===== src/lav_pkg.sv =====
// ----------------------------------------------------------------------------
// lav_pkg: shared types, constants and helpers for the look-at view matrix
// Fixed-point formats, row codes, the queued item layout and the rounding
// helpers used by the back end.
// ----------------------------------------------------------------------------
package lav_pkg;

  // Fraction bits of the input points and vectors
  localparam int IN_FRAC_BITS = 16;
  // Right shift taking a Q2.30 x input product down to 16 fraction bits
  localparam int SHIFT_BITS = 30 + IN_FRAC_BITS - 16;

  localparam int IN_DATA_W  = 288;
  localparam int OUT_DATA_W = 144;
  localparam int OUT_USER_W = 3;

  // Row codes
  localparam logic [1:0] ROW_SIDE = 2'd0;
  localparam logic [1:0] ROW_UP   = 2'd1;
  localparam logic [1:0] ROW_FWD  = 2'd2;

  // Normalisation window bounds on the largest magnitude
  localparam logic [62:0] NRM_R8 = 63'd1 << 38;
  localparam logic [62:0] NRM_R1 = 63'd1 << 30;
  localparam logic [62:0] NRM_L8 = 63'd1 << 21;
  localparam logic [62:0] NRM_L1 = 63'd1 << 29;

  localparam logic [31:0] ONE_Q30 = 32'd1 << 30;
  localparam logic [63:0] SH_HALF = 64'd1 << (SHIFT_BITS - 1);

  // One queued item, forward difference already formed
  typedef struct packed {
    logic [2:0][31:0] eye;
    logic [2:0][31:0] upv;
    logic [2:0][32:0] fmag;
    logic [2:0]       fsgn;
  } lav_item_t;

  // Pick one of three lanes
  function automatic logic signed [31:0] sel3(input logic signed [31:0] a,
                                              input logic signed [31:0] b,
                                              input logic signed [31:0] c,
                                              input logic [1:0] idx);
    logic signed [31:0] r;
    case (idx)
      2'd0:    r = a;
      2'd1:    r = b;
      2'd2:    r = c;
      default: r = '0;
    endcase
    return r;
  endfunction

  // Operand lanes of the cross product, one product per step
  function automatic logic [1:0] cross_p(input logic [2:0] t);
    logic [1:0] r;
    case (t)
      3'd0:    r = 2'd1;
      3'd1:    r = 2'd2;
      3'd2:    r = 2'd2;
      3'd3:    r = 2'd0;
      3'd4:    r = 2'd0;
      3'd5:    r = 2'd1;
      default: r = 2'd0;
    endcase
    return r;
  endfunction

  function automatic logic [1:0] cross_q(input logic [2:0] t);
    logic [1:0] r;
    case (t)
      3'd0:    r = 2'd2;
      3'd1:    r = 2'd1;
      3'd2:    r = 2'd0;
      3'd3:    r = 2'd2;
      3'd4:    r = 2'd1;
      3'd5:    r = 2'd0;
      default: r = 2'd0;
    endcase
    return r;
  endfunction

  // Q4.60 to Q2.30, ties away from zero, clamped to plus or minus one
  function automatic logic signed [31:0] up_round(input logic signed [63:0] v);
    logic [63:0] mag;
    logic [63:0] r;
    logic [31:0] c;
    mag = v[63] ? 64'(-v) : 64'(v);
    r   = (mag + (64'd1 << 29)) >> 30;
    c   = (r > 64'(ONE_Q30)) ? ONE_Q30 : r[31:0];
    return v[63] ? $signed(-c) : $signed(c);
  endfunction

  // Round the dot product to 16 fraction bits and negate
  function automatic logic [47:0] shift_round(input logic signed [63:0] v);
    logic [63:0] mag;
    logic [63:0] r;
    mag = v[63] ? 64'(-v) : 64'(v);
    r   = (mag + SH_HALF) >> SHIFT_BITS;
    return v[63] ? r[47:0] : 48'(-r);
  endfunction

endpackage


===== src/lav_front.sv =====
// ----------------------------------------------------------------------------
// lav_front: input stage and item queue
// Accepts input transactions, forms the forward difference with its signs
// and magnitudes, and holds up to two items for the back end.
// ----------------------------------------------------------------------------
module lav_front import lav_pkg::*; (
  input  logic                 clk,
  input  logic                 rst_n,
  input  logic                 in_tvalid,
  output logic                 in_tready,
  input  logic [IN_DATA_W-1:0] in_tdata,
  output logic                 q_valid,
  output lav_item_t            q_item,
  input  logic                 q_pop
);

  lav_item_t  item;
  lav_item_t  mem_r [2];
  logic       wp_r;
  logic       rp_r;
  logic [1:0] cnt_r;
  logic       push;
  logic signed [32:0] diff [3];

  // Unpack and form target - eye at 33 bits
  always_comb begin
    for (int i = 0; i < 3; i++) begin
      item.eye[i] = in_tdata[32*i +: 32];
      item.upv[i] = in_tdata[32*(i+6) +: 32];
      diff[i]     = $signed({in_tdata[32*(i+3)+31], in_tdata[32*(i+3) +: 32]})
                  - $signed({in_tdata[32*i+31], in_tdata[32*i +: 32]});
      item.fsgn[i] = diff[i][32];
      item.fmag[i] = diff[i][32] ? 33'(-diff[i]) : 33'(diff[i]);
    end
  end

  assign in_tready = (cnt_r != 2'd2);
  assign push      = in_tvalid && in_tready;
  assign q_valid   = (cnt_r != 2'd0);
  assign q_item    = mem_r[rp_r];

  // Store incoming items
  always_ff @(posedge clk) begin
    if (push) begin
      mem_r[wp_r] <= item;
    end
  end

  // Advance pointers and fill count
  always_ff @(posedge clk) begin
    if (!rst_n) begin
      wp_r  <= 1'b0;
      rp_r  <= 1'b0;
      cnt_r <= 2'd0;
    end else begin
      if (push) begin
        wp_r <= ~wp_r;
      end
      if (q_pop) begin
        rp_r <= ~rp_r;
      end
      cnt_r <= cnt_r + 2'(push) - 2'(q_pop);
    end
  end

endmodule


===== config.mk =====
export PLATFORM = sky130hd
export DESIGN_NAME = lav_front
export DESIGN_NICKNAME = d
export VERILOG_FILES = /design/src/lav_pkg.sv /design/src/lav_front.sv
export SDC_FILE = /design/constraint.sdc
export NUM_CORES = 1
export LEC_CHECK = 0
export BUFFER_PORTS_ARGS = -buffer_cell sky130_fd_sc_hd__buf_2
export CAP_MARGIN = 20
export CORE_AREA = 2 2 243 245
export CTS_BUF_LIST = sky130_fd_sc_hd__clkbuf_8
export DETAILED_ROUTE_END_ITERATION = 8
export DIE_AREA = 0 0 245 247
export GPL_TIMING_DRIVEN = 1
export MAX_ROUTING_LAYER = met4
export PLACE_DENSITY = 0.81
export SETUP_SLACK_MARGIN = 0.3
export SLEW_MARGIN = 20
export SYNTH_ARGS = -nofsm -noshare
export SYNTH_HDL_FRONTEND = slang
export SYNTH_SLANG_ARGS = --single-unit

===== constraint.sdc =====
create_clock -name clk -period 14.5 [get_ports clk]
set_input_delay 0.725 -clock clk [delete_from_list [all_inputs] [get_ports clk]]
set_output_delay 0.725 -clock clk [all_outputs]
set_load 0.01 [all_outputs]

# == Word level (Yosys, flattened, before mapping) ==
# Memory sizes are Yosys's and may differ from the RTL's. A register that Yosys moved wholly into a read port is not among the register bits.
# Cells that the tools add are included.
# word_totals
mem_count,1
inputBits,292
word_cells,24
mem_bits_rw,588
out_inout_bits,296
ff_bits,4
# classes
n_reduce_logical,2
muxes,7
bitwise_logic,2
addsub,8
eq_ne,1
# mem_list
memory,depth,word_bits,read_ports,rd_clocked_by_memory_dff,write_ports,line,rtl
mem_r,2,294,1,1,1,lav_front.sv:18,lav_item_t mem_r [2];
# op_table
cell,n
33-bit 2-to-1 mux,3
33-bit negation,3
32-bit by 32-bit subtractor with 33-bit output,3
1-bit 2-to-1 mux,4
2-bit by 1-bit adder with 2-bit output,1
"2-bit inequality test, second input constant",1
1-bit inverter,2
2-bit nonzero test,1
2-bit by 1-bit subtractor with 2-bit output,1
1-bit logical AND,1

# == Depth between registers and ports, before layout ==
# Gate-level depths: netlist of the first run.
# logic_depth
depth_word,4
mapped_depth,17
depth_no_buf,14

# == Worst setup path before layout of the first run ==
# OpenSTA, ideal clock, no wires.
# synth_path
path_kind,input-to-reg
startpoint,input port in_tvalid
endpoint,register wp_r
n_path_buf,0
cell_stages,3
setup_ns,0.115
arrival_time_ns,13.908
slack_ns,0.476
required_ns,14.385
cell_sequence,nand2_1 -> nor2_1 -> o21a_1
# synth_between
elab_chain_len,1
# synth_rtl
item,line,rtl
"start, declared",lav_front.sv:9,"input logic in_tvalid,"
1-bit logical AND,lav_front.sv:38,assign push = in_tvalid && in_tready;
"end signal, assigned",lav_front.sv:57,wp_r <= ~wp_r;
"end, declared",lav_front.sv:19,logic wp_r;
# Every way passes these cells.
# A chain may end at the register's enable or synchronous reset.

==> report_table.html, run 1 <==
<table>
<tr><th>Metric</th><th>Value</th></tr>
<tr><th colspan="2">Timing</th></tr>
<tr><td>Highest clock frequency the design can meet</td><td>0.1921 GHz</td></tr>
<tr><td>Setup TNS</td><td>0 ns</td></tr>
<tr><td>Actual slew at the worst max-slew pin</td><td>1.028 ns</td></tr>
<tr><td>Final setup violation count</td><td>0</td></tr>
<tr><td>Final hold violation count</td><td>0</td></tr>
<tr><td>Final max-slew violation count</td><td>0</td></tr>
<tr><td>Shortest period the worst path allows</td><td>around 5.2 ns</td></tr>
<tr><td>Worst relative slew slack</td><td>31.46%</td></tr>
<tr><td>Setup skew after layout</td><td>0.02970 ns</td></tr>
<tr><td>Final critical-path share of the clock period</td><td>roughly 36%</td></tr>
<tr><td>Unrepaired setup endpoints after global routing</td><td>false</td></tr>
<tr><th colspan="2">Setup path</th></tr>
<tr><td>Worst Path Arrival</td><td>4.48 ns</td></tr>
<tr><td>Startpoint of the lowest-slack register-to-register path</td><td>cnt_r[0]$_SDFF_PN0_</td></tr>
<tr><td>CP Launch Type</td><td>register</td></tr>
<tr><td>Kind of end point of the critical path</td><td>primary output</td></tr>
<tr><td>Data required time at the worst endpoint</td><td>roughly 14 ns</td></tr>
<tr><td>Classification of the worst setup path</td><td>register to primary output</td></tr>
<tr><td>Setup slack of the worst register-to-register path</td><td>10.94 ns</td></tr>
<tr><td>Crit path max fanout</td><td>72</td></tr>
<tr><th colspan="2">Drt</th></tr>
<tr><td>Count of TritonRoute iterations in the first routing pass</td><td>5</td></tr>
<tr><td>Residual DRC count</td><td>0</td></tr>
<tr><td>Routed wire length</td><td>between 70000 and 80000 µm</td></tr>
<tr><td>Mean routed wirelength per cell</td><td>20.48 µm</td></tr>
<tr><td>Total via count after detailed routing</td><td>around 21000</td></tr>
<tr><td>Number of vias per cell after detailed routing</td><td>5.648</td></tr>
<tr><td>Number of routed nets with antenna violations</td><td>0</td></tr>
<tr><td>Number of DRC markers in iteration 0</td><td>about 1600</td></tr>
<tr><th colspan="2">Floorplanning</th></tr>
<tr><td>Die width</td><td>245 µm</td></tr>
<tr><td>Placeable core region</td><td>just under 60000 µm²</td></tr>
<tr><td>Effective utilization at floorplan</td><td>between 50% and 60%</td></tr>
<tr><td>Placement Rows</td><td>89</td></tr>
<tr><td>Top-level I/O count</td><td>588</td></tr>
<tr><td>Die height</td><td>247 µm</td></tr>
<tr><td>Die area</td><td>around 61000 µm²</td></tr>
<tr><th colspan="2">Pwr</th></tr>
<tr><td>P per Cell Area</td><td>between 100 and 150 nW/µm²</td></tr>
<tr><td>Combinational fraction of design power</td><td>25.5%</td></tr>
<tr><td>Leakage power</td><td>0.01386 µW</td></tr>
<tr><td>Seq pwr share</td><td>a little under half</td></tr>
<tr><td>Internal Dissipation</td><td>3445 µW</td></tr>
<tr><td>Peak VDD IR</td><td>94.15 µV</td></tr>
<tr><td>Fraction of power spent switching nets</td><td>29.85%</td></tr>
<tr><td>Net switching component of the power</td><td>1466 µW</td></tr>
<tr><td>Clk pwr share</td><td>about 28%</td></tr>
<tr><th colspan="2">Yosys</th></tr>
<tr><td>Count of warnings emitted by yosys</td><td>0</td></tr>
<tr><td>Simple logic cell fraction of the synthesized area</td><td>7.545%</td></tr>
<tr><td>Post-synthesis instance total</td><td>between 2000 and 2500</td></tr>
<tr><td>Synth Area per Inst</td><td>13.25 µm²</td></tr>
<tr><td>Async SR Flop Fraction</td><td>0%</td></tr>
<tr><td>Number of nets produced by synthesis</td><td>between 2000 and 3000</td></tr>
<tr><td>Sequential area share after synthesis</td><td>around three fifths</td></tr>
<tr><td>Number of storage elements in the synthesis netlist</td><td>a little under 600</td></tr>
<tr><td>Number of flops mapped to enable cells by yosys</td><td>588</td></tr>
<tr><td>Number of library cell types mapped by synthesis</td><td>86</td></tr>
<tr><td>Multiplexer fraction of the synthesized cell area</td><td>11.30%</td></tr>
<tr><td>Largest family of logic cells by synthesized area</td><td>multiplexers</td></tr>
<tr><td>Xor-xnor portion of the synthesized cell area</td><td>4.857%</td></tr>
<tr><td>Cell area after synthesis</td><td>29750 µm²</td></tr>
<tr><td>Main synth FF type</td><td>sky130_fd_sc_hd__edfxtp_1</td></tr>
<tr><td>Fraction of the mapped netlist area in compound gates</td><td>a little under a tenth</td></tr>
<tr><td>Adder-cell share of the synthesized area</td><td>4.449%</td></tr>
<tr><th colspan="2">Place</th></tr>
<tr><td>Placer congestion estimate</td><td>0.9307</td></tr>
<tr><td>Dpl cell area</td><td>between 30000 and 40000 µm²</td></tr>
<tr><td>HPWL after DPL</td><td>about 56000 µm</td></tr>
<tr><td>Count of input and output buffers</td><td>587</td></tr>
<tr><th colspan="2">Cells and area</th></tr>
<tr><td>Nets</td><td>3249</td></tr>
<tr><td>Most common cell after layout, fill and taps aside</td><td>sky130_fd_sc_hd__edfxtp_1</td></tr>
<tr><td>Most frequent cells in the layout</td><td>588 x sky130_fd_sc_hd__edfxtp_1, 587 x sky130_fd_sc_hd__buf_2, 295 x sky130_fd_sc_hd__mux2_2</td></tr>
<tr><td>Synth-to-layout area growth</td><td>18.50%</td></tr>
<tr><td>Core Util, Final</td><td>between 60% and 70%</td></tr>
<tr><td>Fraction of layout cells with a size suffix above 1</td><td>36.02%</td></tr>
<tr><td>Final instance area</td><td>between 30000 and 40000 µm²</td></tr>
<tr><th colspan="2">Clocking</th></tr>
<tr><td>Worst-Skew Late Latency</td><td>0.68 ns</td></tr>
<tr><td>Sink Count</td><td>approximately 600</td></tr>
<tr><td>Total setup buffers inserted after CTS</td><td>0</td></tr>
<tr><td>CTS hold repair buffers</td><td>0</td></tr>
<tr><td>Clock slew seen by the registers of the worst setup and hold paths</td><td>0.06 ns</td></tr>
<tr><td>Max H-tree Level</td><td>3</td></tr>
<tr><td>Clk root buf</td><td>sky130_fd_sc_hd__clkbuf_8</td></tr>
<tr><td>CTS tree</td><td>built</td></tr>
<tr><td>Number of buffers on the longest clock path</td><td>3</td></tr>
<tr><td>CTS buffer count</td><td>95</td></tr>
<tr><td>Number of instances resized during post-cts repair</td><td>0</td></tr>
<tr><th colspan="2">GRT</th></tr>
<tr><td>Via count of the first global-routing pass</td><td>20810</td></tr>
<tr><td>Gr ovfl total</td><td>0</td></tr>
<tr><td>Global-route wire length before repair</td><td>around 110000 µm</td></tr>
<tr><td>Initial antenna violation count</td><td>12</td></tr>
<tr><td>Maximum number of pins on one net before global-route repair</td><td>159</td></tr>
<tr><td>Overall track demand over capacity in global routing</td><td>24.96%</td></tr>
<tr><th colspan="2">Run</th></tr>
<tr><td>Max-cap violations</td><td>0</td></tr>
<tr><th colspan="2">Worst hold path</th></tr>
<tr><td>Hold Path Origin</td><td>in_tdata[220]</td></tr>
<tr><td>Path class of the lowest-slack min-delay path</td><td>primary input to register</td></tr>
<tr><th colspan="2">Status</th></tr>
<tr><td>Outcome</td><td>finished, final reports clean</td></tr>
</table>
-- routing by layer --
metal | global-route usage, % | share of wire (%) | routed length [µm]
met2 | 40.51 | 49 | 37100
met3 | 6.208 | 8.5 | 6433
met5 | - | 0 | 0
met1 | 30.27 | 40 | 30160
met4 | 9.344 | 2.9 | 2230
-- critical path, stage by stage, from the launching register on --
cell,delay [ns]
sky130_fd_sc_hd__dfxtp_4,0.64
sky130_fd_sc_hd__buf_4,0.79
sky130_fd_sc_hd__buf_4,0.80
sky130_fd_sc_hd__buf_4,0.80
sky130_fd_sc_hd__mux2_2,0.43
sky130_fd_sc_hd__buf_2,0.15
-- flip-flops by register name, indices dropped and copies added (netlist names), named ones only --
| name | count |
|---|---|
| cnt_r | 2 |
| mem_r | 588 |
| wp_r | 1 |
| rp_r | 1 |
-- Yosys cell counts, types with 6 or more instances --
library cell               number  area share [%]
sky130_fd_sc_hd__a211oi_1      25            0.63
sky130_fd_sc_hd__a21boi_0       7            0.18
sky130_fd_sc_hd__a21o_1        29            0.73
sky130_fd_sc_hd__a21oi_1      125             2.1
sky130_fd_sc_hd__a311oi_1       6            0.18
sky130_fd_sc_hd__a31oi_1       30            0.63
sky130_fd_sc_hd__and2_1        22            0.46
sky130_fd_sc_hd__and3_1        18            0.38
sky130_fd_sc_hd__and4_1         6            0.18
sky130_fd_sc_hd__buf_2          6            0.10
sky130_fd_sc_hd__clkbuf_1      78            0.98
sky130_fd_sc_hd__edfxtp_1     588              59
sky130_fd_sc_hd__ha_1         101             4.2
sky130_fd_sc_hd__inv_1        130             1.6
sky130_fd_sc_hd__mux2_2       295              11
sky130_fd_sc_hd__nand2_1      110             1.4
sky130_fd_sc_hd__nand2b_1      12            0.25
sky130_fd_sc_hd__nand3_1       35            0.59
sky130_fd_sc_hd__nand4_1       21            0.44
sky130_fd_sc_hd__nor2_1       105             1.3
sky130_fd_sc_hd__nor2b_1       10            0.21
sky130_fd_sc_hd__nor3_1        36            0.61
sky130_fd_sc_hd__nor4_1        12            0.25
sky130_fd_sc_hd__o211ai_1      15            0.38
sky130_fd_sc_hd__o21a_1        14            0.35
sky130_fd_sc_hd__o21ai_0       79             1.3
sky130_fd_sc_hd__o21bai_1       7            0.18
sky130_fd_sc_hd__o31a_1         6            0.18
sky130_fd_sc_hd__o31ai_1       21            0.53
sky130_fd_sc_hd__or2_2          8            0.17
sky130_fd_sc_hd__or3_1          7            0.15
sky130_fd_sc_hd__or4_1          6            0.15
sky130_fd_sc_hd__xnor2_1       91             2.7
sky130_fd_sc_hd__xor2_1        74             2.2
-- final timing paths --
check                       endpoint  cells past startpoint
min          mem_r[0][130]$_DFFE_PP_                      1
min reg2reg                 register                      2
max                      q_item[100]                      5
max reg2reg  mem_r[1][107]$_DFFE_PP_                      4
-- power by group through the flow --
stage | Combinational (µW) | Sequential (µW) | Clock, µW
after floorplan | 797 | 2420 | 0
after global placement | 1220 | 2320 | 0
final | 1250 | 2300 | 1360
after detailed placement | 1240 | 2340 | 0
after CTS | 1250 | 2300 | 1390
after global routing | 1350 | 2320 | 1470
-- cells by family after synthesis --
family / count (synthesis)
DFF: 593
xor gates and xnor gates: 165
AOI/OAI and AO/OA: 426
muxes: 299
buffers and inverters: 220
and+or+nand+nor: 438
adders and majority gates: 104
-- layout make-up --
type / instances / area (µm²)
tap: 773 / 967.2
antenna: 9 / 22.52
clock buffer: 98 / 1349
inverter: 131 / 491.7
clock inverter: 72 / 437.9
timing repair buffer: 600 / 3060
fill: 4501 / 22990
multi-input combinational: 1432 / 11160
sequential: 593 / 17760
-- through the flow --
stage          cells  total power, µW  hold slack, ns  worst slack [ns]
5_1_grt         3707             5139          0.1803             9.041
6_report        3708             4911          0.2334             9.295
2_1_floorplan   2245             3213          0.5415            0.4762
3_3_place_gp    3529             3535          0.5604             9.487
4_1_cts         3699             4946          0.1667             9.221
3_5_place_dp    3529             3578          0.5639             9.351
(Power assumes the default switching activity.)
==> run 2, diff against run 1 <==
Settings changed: ABC_AREA set to 1, CORE_AREA 2 2 243 245 to 2 2 239 241, DIE_AREA 0 0 245 247 to 0 0 241 243, PLACE_DENSITY 0.81 to 0.85.
Clock period 14.5 ns to 5.3 ns, I/O delays scaled along.
==> report_table.html, run 2 <==
<table>
<tr><th>Metric</th><th>Value</th></tr>
<tr><th colspan="2">Clocking</th></tr>
<tr><td>Clk root buf</td><td>sky130_fd_sc_hd__clkbuf_8 (unchanged)</td></tr>
<tr><td>Number of buffers on the longest clock path</td><td>3 (unchanged)</td></tr>
<tr><td>Clock slew seen by the registers of the worst setup and hold paths</td><td>0.07 ns (was 0.06 ns)</td></tr>
<tr><td>Sink Count</td><td>593 (unchanged)</td></tr>
<tr><td>Number of instances resized during post-cts repair</td><td>0 (unchanged)</td></tr>
<tr><td>CTS tree</td><td>built (unchanged)</td></tr>
<tr><td>CTS buffer count</td><td>95 (unchanged)</td></tr>
<tr><td>Total setup buffers inserted after CTS</td><td>0 (unchanged)</td></tr>
<tr><td>Worst-Skew Late Latency</td><td>0.73 ns (was 0.68 ns)</td></tr>
<tr><td>CTS hold repair buffers</td><td>195 (was 0)</td></tr>
<tr><td>Max H-tree Level</td><td>3 (unchanged)</td></tr>
<tr><th colspan="2">Pwr</th></tr>
<tr><td>Clk pwr share</td><td>29.1% (was 27.7%)</td></tr>
<tr><td>Leakage power</td><td>0.01823 µW (was 0.01386 µW)</td></tr>
<tr><td>Internal Dissipation</td><td>9222 µW (was 3445 µW)</td></tr>
<tr><td>Net switching component of the power</td><td>4380 µW (was 1466 µW)</td></tr>
<tr><td>Fraction of power spent switching nets</td><td>32.20% (was 29.85%)</td></tr>
<tr><td>Seq pwr share</td><td>44.6% (was 46.8%)</td></tr>
<tr><td>Peak VDD IR</td><td>271.8 µV (was 94.15 µV)</td></tr>
<tr><td>Combinational fraction of design power</td><td>26.3% (was 25.5%)</td></tr>
<tr><td>P per Cell Area</td><td>339.8 nW/µm² (was 139.3 nW/µm²)</td></tr>
<tr><th colspan="2">Timing</th></tr>
<tr><td>Actual slew at the worst max-slew pin</td><td>1.006 ns (was 1.028 ns)</td></tr>
<tr><td>Final hold violation count</td><td>0 (unchanged)</td></tr>
<tr><td>Setup skew after layout</td><td>0.04372 ns (was 0.02970 ns)</td></tr>
<tr><td>Worst relative slew slack</td><td>32.91% (was 31.46%)</td></tr>
<tr><td>Final critical-path share of the clock period</td><td>66.39%</td></tr>
<tr><td>Final max-slew violation count</td><td>0 (unchanged)</td></tr>
<tr><td>Unrepaired setup endpoints after global routing</td><td>false (unchanged)</td></tr>
<tr><td>Setup TNS</td><td>0 ns (unchanged)</td></tr>
<tr><td>Highest clock frequency the design can meet</td><td>0.2842 GHz</td></tr>
<tr><td>Worst setup margin</td><td>1.781 ns (was 9.295 ns)</td></tr>
<tr><td>Final setup violation count</td><td>0 (unchanged)</td></tr>
<tr><td>Shortest period the worst path allows</td><td>approximately 3.5 ns</td></tr>
<tr><th colspan="2">Setup path</th></tr>
<tr><td>Kind of end point of the critical path</td><td>register (was primary output)</td></tr>
<tr><td>Data required time at the worst endpoint</td><td>5.72 ns (was 13.78 ns)</td></tr>
<tr><td>Worst Path Arrival</td><td>3.94 ns (was 4.48 ns)</td></tr>
<tr><td>Cells on worst reg2reg path</td><td>5 (was 4)</td></tr>
<tr><td>Crit path max fanout</td><td>17 (was 72)</td></tr>
<tr><td>Reg2reg end</td><td>mem_r[1][54]$_DFFE_PP_ (was mem_r[1][107]$_DFFE_PP_)</td></tr>
<tr><td>CP Launch Type</td><td>primary input (was register)</td></tr>
<tr><td>Classification of the worst setup path</td><td>primary input to register (was register to primary output)</td></tr>
<tr><td>Setup crit start</td><td>in_tdata[32]</td></tr>
<tr><td>Setup slack of the worst register-to-register path</td><td>2.94 ns (was 10.94 ns)</td></tr>
<tr><td>Startpoint of the lowest-slack register-to-register path</td><td>cnt_r[0]$_SDFF_PN0_ (unchanged)</td></tr>
<tr><td>Capturing element of the worst setup path</td><td>mem_r[0][63]$_DFFE_PP_ (was q_item[100])</td></tr>
<tr><th colspan="2">Yosys</th></tr>
<tr><td>Largest family of logic cells by synthesized area</td><td>simple AND/OR/NAND/NOR gates (was multiplexers)</td></tr>
<tr><td>Top area cells in the synthesized netlist</td><td>sky130_fd_sc_hd__edfxtp_1 55%, sky130_fd_sc_hd__nand2_1 10%, sky130_fd_sc_hd__mux2_2 10% (was sky130_fd_sc_hd__edfxtp_1 59%, sky130_fd_sc_hd__mux2_2 11%, sky130_fd_sc_hd__ha_1 4.2%)</td></tr>
<tr><td>Adder-cell share of the synthesized area</td><td>4.099% (was 4.449%)</td></tr>
<tr><td>Cell with the most instances after synthesis</td><td>sky130_fd_sc_hd__nand2_1 (was sky130_fd_sc_hd__edfxtp_1)</td></tr>
<tr><td>Fraction of the mapped netlist area in compound gates</td><td>2.216% (was 9.311%)</td></tr>
<tr><td>Count of warnings emitted by yosys</td><td>0 (unchanged)</td></tr>
<tr><td>Async SR Flop Fraction</td><td>0% (unchanged)</td></tr>
<tr><td>Number of library cell types mapped by synthesis</td><td>47 (was 86)</td></tr>
<tr><td>Main synth FF type</td><td>sky130_fd_sc_hd__edfxtp_1 (unchanged)</td></tr>
<tr><td>Synth Area per Inst</td><td>10.00 µm² (was 13.25 µm²)</td></tr>
<tr><td>Post-synthesis instance total</td><td>3228 (was 2245)</td></tr>
<tr><td>Number of storage elements in the synthesis netlist</td><td>593 (unchanged)</td></tr>
<tr><td>Sequential area share after synthesis</td><td>54.99% (was 59.69%)</td></tr>
<tr><td>Cell area after synthesis</td><td>32290 µm² (was 29750 µm²)</td></tr>
<tr><td>Most numerous cell types in the synthesized netlist</td><td>902 x sky130_fd_sc_hd__nand2_1, 588 x sky130_fd_sc_hd__edfxtp_1, 522 x sky130_fd_sc_hd__inv_1, 294 x sky130_fd_sc_hd__mux2_2, 216 x sky130_fd_sc_hd__nor2_1 (was 588 x sky130_fd_sc_hd__edfxtp_1, 295 x sky130_fd_sc_hd__mux2_2, 130 x sky130_fd_sc_hd__inv_1, 125 x sky130_fd_sc_hd__a21oi_1, 110 x sky130_fd_sc_hd__nand2_1)</td></tr>
<tr><td>Cell taking the most area after synthesis</td><td>sky130_fd_sc_hd__edfxtp_1 (unchanged)</td></tr>
<tr><td>Xor-xnor portion of the synthesized cell area</td><td>2.057% (was 4.857%)</td></tr>
<tr><td>Area fraction of the dominant cell type after synthesis</td><td>54.68% (was 59.35%)</td></tr>
<tr><td>Multiplexer fraction of the synthesized cell area</td><td>10.25% (was 11.30%)</td></tr>
<tr><td>Number of flops mapped to enable cells by yosys</td><td>588 (unchanged)</td></tr>
<tr><td>Simple logic cell fraction of the synthesized area</td><td>19.51% (was 7.545%)</td></tr>
<tr><td>Number of nets produced by synthesis</td><td>3624 (was 2641)</td></tr>
<tr><th colspan="2">Drt</th></tr>
<tr><td>Mean routed wirelength per cell</td><td>19.98 µm (was 20.48 µm)</td></tr>
<tr><td>Number of routed nets with antenna violations</td><td>0 (unchanged)</td></tr>
<tr><td>Number of vias per cell after detailed routing</td><td>5.340 (was 5.648)</td></tr>
<tr><td>Routed wire length</td><td>98420 µm (was 75930 µm)</td></tr>
<tr><td>Number of DRC markers in iteration 0</td><td>1882 (was 1614)</td></tr>
<tr><td>Total via count after detailed routing</td><td>26300 (was 20940)</td></tr>
<tr><td>Count of TritonRoute iterations in the first routing pass</td><td>5 (unchanged)</td></tr>
<tr><td>Residual DRC count</td><td>0 (unchanged)</td></tr>
<tr><th colspan="2">Place</th></tr>
<tr><td>HPWL after DPL</td><td>65270 µm (was 55650 µm)</td></tr>
<tr><td>Worst slack after detailed placement</td><td>1.690 ns (was 9.351 ns)</td></tr>
<tr><td>Count of input and output buffers</td><td>587 (unchanged)</td></tr>
<tr><td>Placer congestion estimate</td><td>0.9840 (was 0.9307)</td></tr>
<tr><th colspan="2">GRT</th></tr>
<tr><td>Initial antenna violation count</td><td>19 (was 12)</td></tr>
<tr><td>Global routing met3 resource utilization</td><td>7.301% (was 6.208%)</td></tr>
<tr><td>GRT met2 Usage</td><td>55.47% (was 40.51%)</td></tr>
<tr><td>Gr ovfl total</td><td>0 (unchanged)</td></tr>
<tr><td>Global routing met1 resource utilization</td><td>38.05% (was 30.27%)</td></tr>
<tr><td>Via count of the first global-routing pass</td><td>26210 (was 20810)</td></tr>
<tr><td>Overall track demand over capacity in global routing</td><td>33.75% (was 24.96%)</td></tr>
<tr><td>Global-route wire length before repair</td><td>145400 µm (was 114000 µm)</td></tr>
<tr><td>Most used routing layer</td><td>met2 (unchanged)</td></tr>
<tr><td>Maximum number of pins on one net before global-route repair</td><td>120 (was 159)</td></tr>
<tr><th colspan="2">Cells and area</th></tr>
<tr><td>Most frequent cells in the layout</td><td>900 x sky130_fd_sc_hd__nand2_1, 588 x sky130_fd_sc_hd__edfxtp_1, 587 x sky130_fd_sc_hd__buf_2 (was 588 x sky130_fd_sc_hd__edfxtp_1, 587 x sky130_fd_sc_hd__buf_2, 295 x sky130_fd_sc_hd__mux2_2)</td></tr>
<tr><td>Core Util, Final</td><td>71.54% (was 60.53%)</td></tr>
<tr><td>Fraction of layout cells with a size suffix above 1</td><td>27.19% (was 36.02%)</td></tr>
<tr><td>Multi-input gate area</td><td>12350 µm² (was 11160 µm²)</td></tr>
<tr><td>Register ranked first by flip-flop count</td><td>mem_r (unchanged)</td></tr>
<tr><td>Flip-flop count of the largest register, all copies and words added</td><td>588 (unchanged)</td></tr>
<tr><td>Synth-to-layout area growth</td><td>23.94% (was 18.50%)</td></tr>
<tr><td>Most common cell after layout, fill and taps aside</td><td>sky130_fd_sc_hd__nand2_1 (was sky130_fd_sc_hd__edfxtp_1)</td></tr>
<tr><td>Flip-flop and latch area</td><td>17760 µm² (about the same)</td></tr>
<tr><td>Largest registers</td><td>mem_r: 588 flops, cnt_r: 2 flops (unchanged)</td></tr>
<tr><td>Nets</td><td>4473 (was 3249)</td></tr>
<tr><td>Number of filler cells placed in the layout</td><td>3858 (was 4501)</td></tr>
<tr><th colspan="2">Floorplanning</th></tr>
<tr><td>Die height</td><td>243 µm (was 247 µm)</td></tr>
<tr><td>Top-level I/O count</td><td>588 (unchanged)</td></tr>
<tr><td>Placement Rows</td><td>87 (was 89)</td></tr>
<tr><td>Die area</td><td>58560 µm² (was 60520 µm²)</td></tr>
<tr><td>Die width</td><td>241 µm (was 245 µm)</td></tr>
<tr><td>Effective utilization at floorplan</td><td>57.72% (was 51.08%)</td></tr>
<tr><td>Placeable core region</td><td>55950 µm² (was 58240 µm²)</td></tr>
<tr><th colspan="2">Worst hold path</th></tr>
<tr><td>Path class of the lowest-slack min-delay path</td><td>primary input to register (unchanged)</td></tr>
<tr><th colspan="2">Run</th></tr>
<tr><td>Max-cap violations</td><td>0 (unchanged)</td></tr>
<tr><th colspan="2">Status</th></tr>
<tr><td>Outcome</td><td>finished, final reports clean (unchanged)</td></tr>
</table>
## run 2: cell count changes after synthesis, moves of 25 or more
cell,change
sky130_fd_sc_hd__a211oi_1,-25
sky130_fd_sc_hd__a21o_1,-28
sky130_fd_sc_hd__a21oi_1,-51
sky130_fd_sc_hd__a31oi_1,-26
sky130_fd_sc_hd__clkbuf_1,-45
sky130_fd_sc_hd__inv_1,+392
sky130_fd_sc_hd__nand2_1,+792
sky130_fd_sc_hd__nand2_2,+34
sky130_fd_sc_hd__nand3_1,+122
sky130_fd_sc_hd__nand3b_1,+28
sky130_fd_sc_hd__nor2_1,+111
sky130_fd_sc_hd__o21ai_0,-53
sky130_fd_sc_hd__xnor2_1,-70
## run 2: per-stage QoR
| step | hold slack, ns | instances | power [µW] | cell area (µm²) |
|---|---|---|---|---|
| 4_1_cts | 0.09931 | 4905 | 13400 | 39980 |
| 6_report | 0.1642 | 4925 | 13600 | 40030 |
| 3_3_place_gp | 0.4522 | 4541 | 9329 | 36180 |
| 3_5_place_dp | 0.4561 | 4541 | 9436 | 36180 |
| 5_1_grt | 0.1536 | 4925 | 14150 | 40030 |
| 2_1_floorplan | 0.3584 | 3228 | 8302 | 32320 |
## run 2: final cells by class
cell class,instances,share of cell area (%)
inverters,535,5.030
diodes,20,0.1250
repair buffers,794,12.66
flip-flops and latches,593,44.38
clock inverters,73,1.300
clock buffers,96,3.301
well taps,756,2.363
multi-input cells,2058,30.84
## run 2: cells by family after synthesis
group,count (synthesis)
compound gates,129
xor+xnor,75
fa+ha+maj,104
buf+inv,577
flops,593
mux,294
simple gates,1456
## run 2: how the worst min path moves through the flow
stage | start | cells past startpoint | slack, ns | end
CTS | in_tdata[96] | 4 | 0.1 | mem_r[1][3]$_DFFE_PP_
finish | in_tdata[96] | 4 | 0.16 | mem_r[1][3]$_DFFE_PP_
global route | in_tdata[96] | 4 | 0.15 | mem_r[1][3]$_DFFE_PP_
floorplan | rst_n | 2 | 0.36 | cnt_r[0]$_SDFF_PN0_
global placement | in_tdata[230] | 1 | 0.45 | mem_r[0][140]$_DFFE_PP_
detailed placement | in_tdata[194] | 1 | 0.46 | mem_r[1][104]$_DFFE_PP_
## run 2: critical path, cell delays in order
cell and delay (ns):
sky130_fd_sc_hd__dlygate4sd3_1 0.54, sky130_fd_sc_hd__buf_2 0.15, sky130_fd_sc_hd__ha_1 0.23, sky130_fd_sc_hd__fa_1 0.41, sky130_fd_sc_hd__inv_1 0.11, sky130_fd_sc_hd__nand3_1 0.10
sky130_fd_sc_hd__nand2_2 0.10, sky130_fd_sc_hd__nand2_1 0.08, sky130_fd_sc_hd__nand2_2 0.11, sky130_fd_sc_hd__nand2_1 0.08, sky130_fd_sc_hd__nand2_1 0.10, sky130_fd_sc_hd__nand3_1 0.09
sky130_fd_sc_hd__nand2_1 0.08, sky130_fd_sc_hd__nand2_1 0.05, sky130_fd_sc_hd__nand2_1 0.43, sky130_fd_sc_hd__buf_4 0.32, sky130_fd_sc_hd__inv_1 0.19, sky130_fd_sc_hd__nor2_2 0.24
sky130_fd_sc_hd__nor2_4 0.06, sky130_fd_sc_hd__nand2_1 0.06, sky130_fd_sc_hd__nand2_1 0.05, sky130_fd_sc_hd__nand2_1 0.05, sky130_fd_sc_hd__inv_1 0.05
## run 2: layer usage
| layer | part of all wire, % | wire length [µm] |
|---|---|---|
| met3 | 8.7 | 8574 |
| met2 | 49 | 48050 |
| met4 | 5.5 | 5376 |
| met5 | 0 | 0 |
| met1 | 37 | 36420 |
## run 2: power by group through the flow
| stage | Combinational [µW] | Sequential (µW) | Clock, µW |
|---|---|---|---|
| final | 3580 | 6070 | 3960 |
| after global routing | 3860 | 6100 | 4190 |
| after CTS | 3460 | 6040 | 3900 |
| after detailed placement | 3310 | 6130 | 0 |
| after global placement | 3250 | 6080 | 0 |
| after floorplan | 2160 | 6140 | 0 |
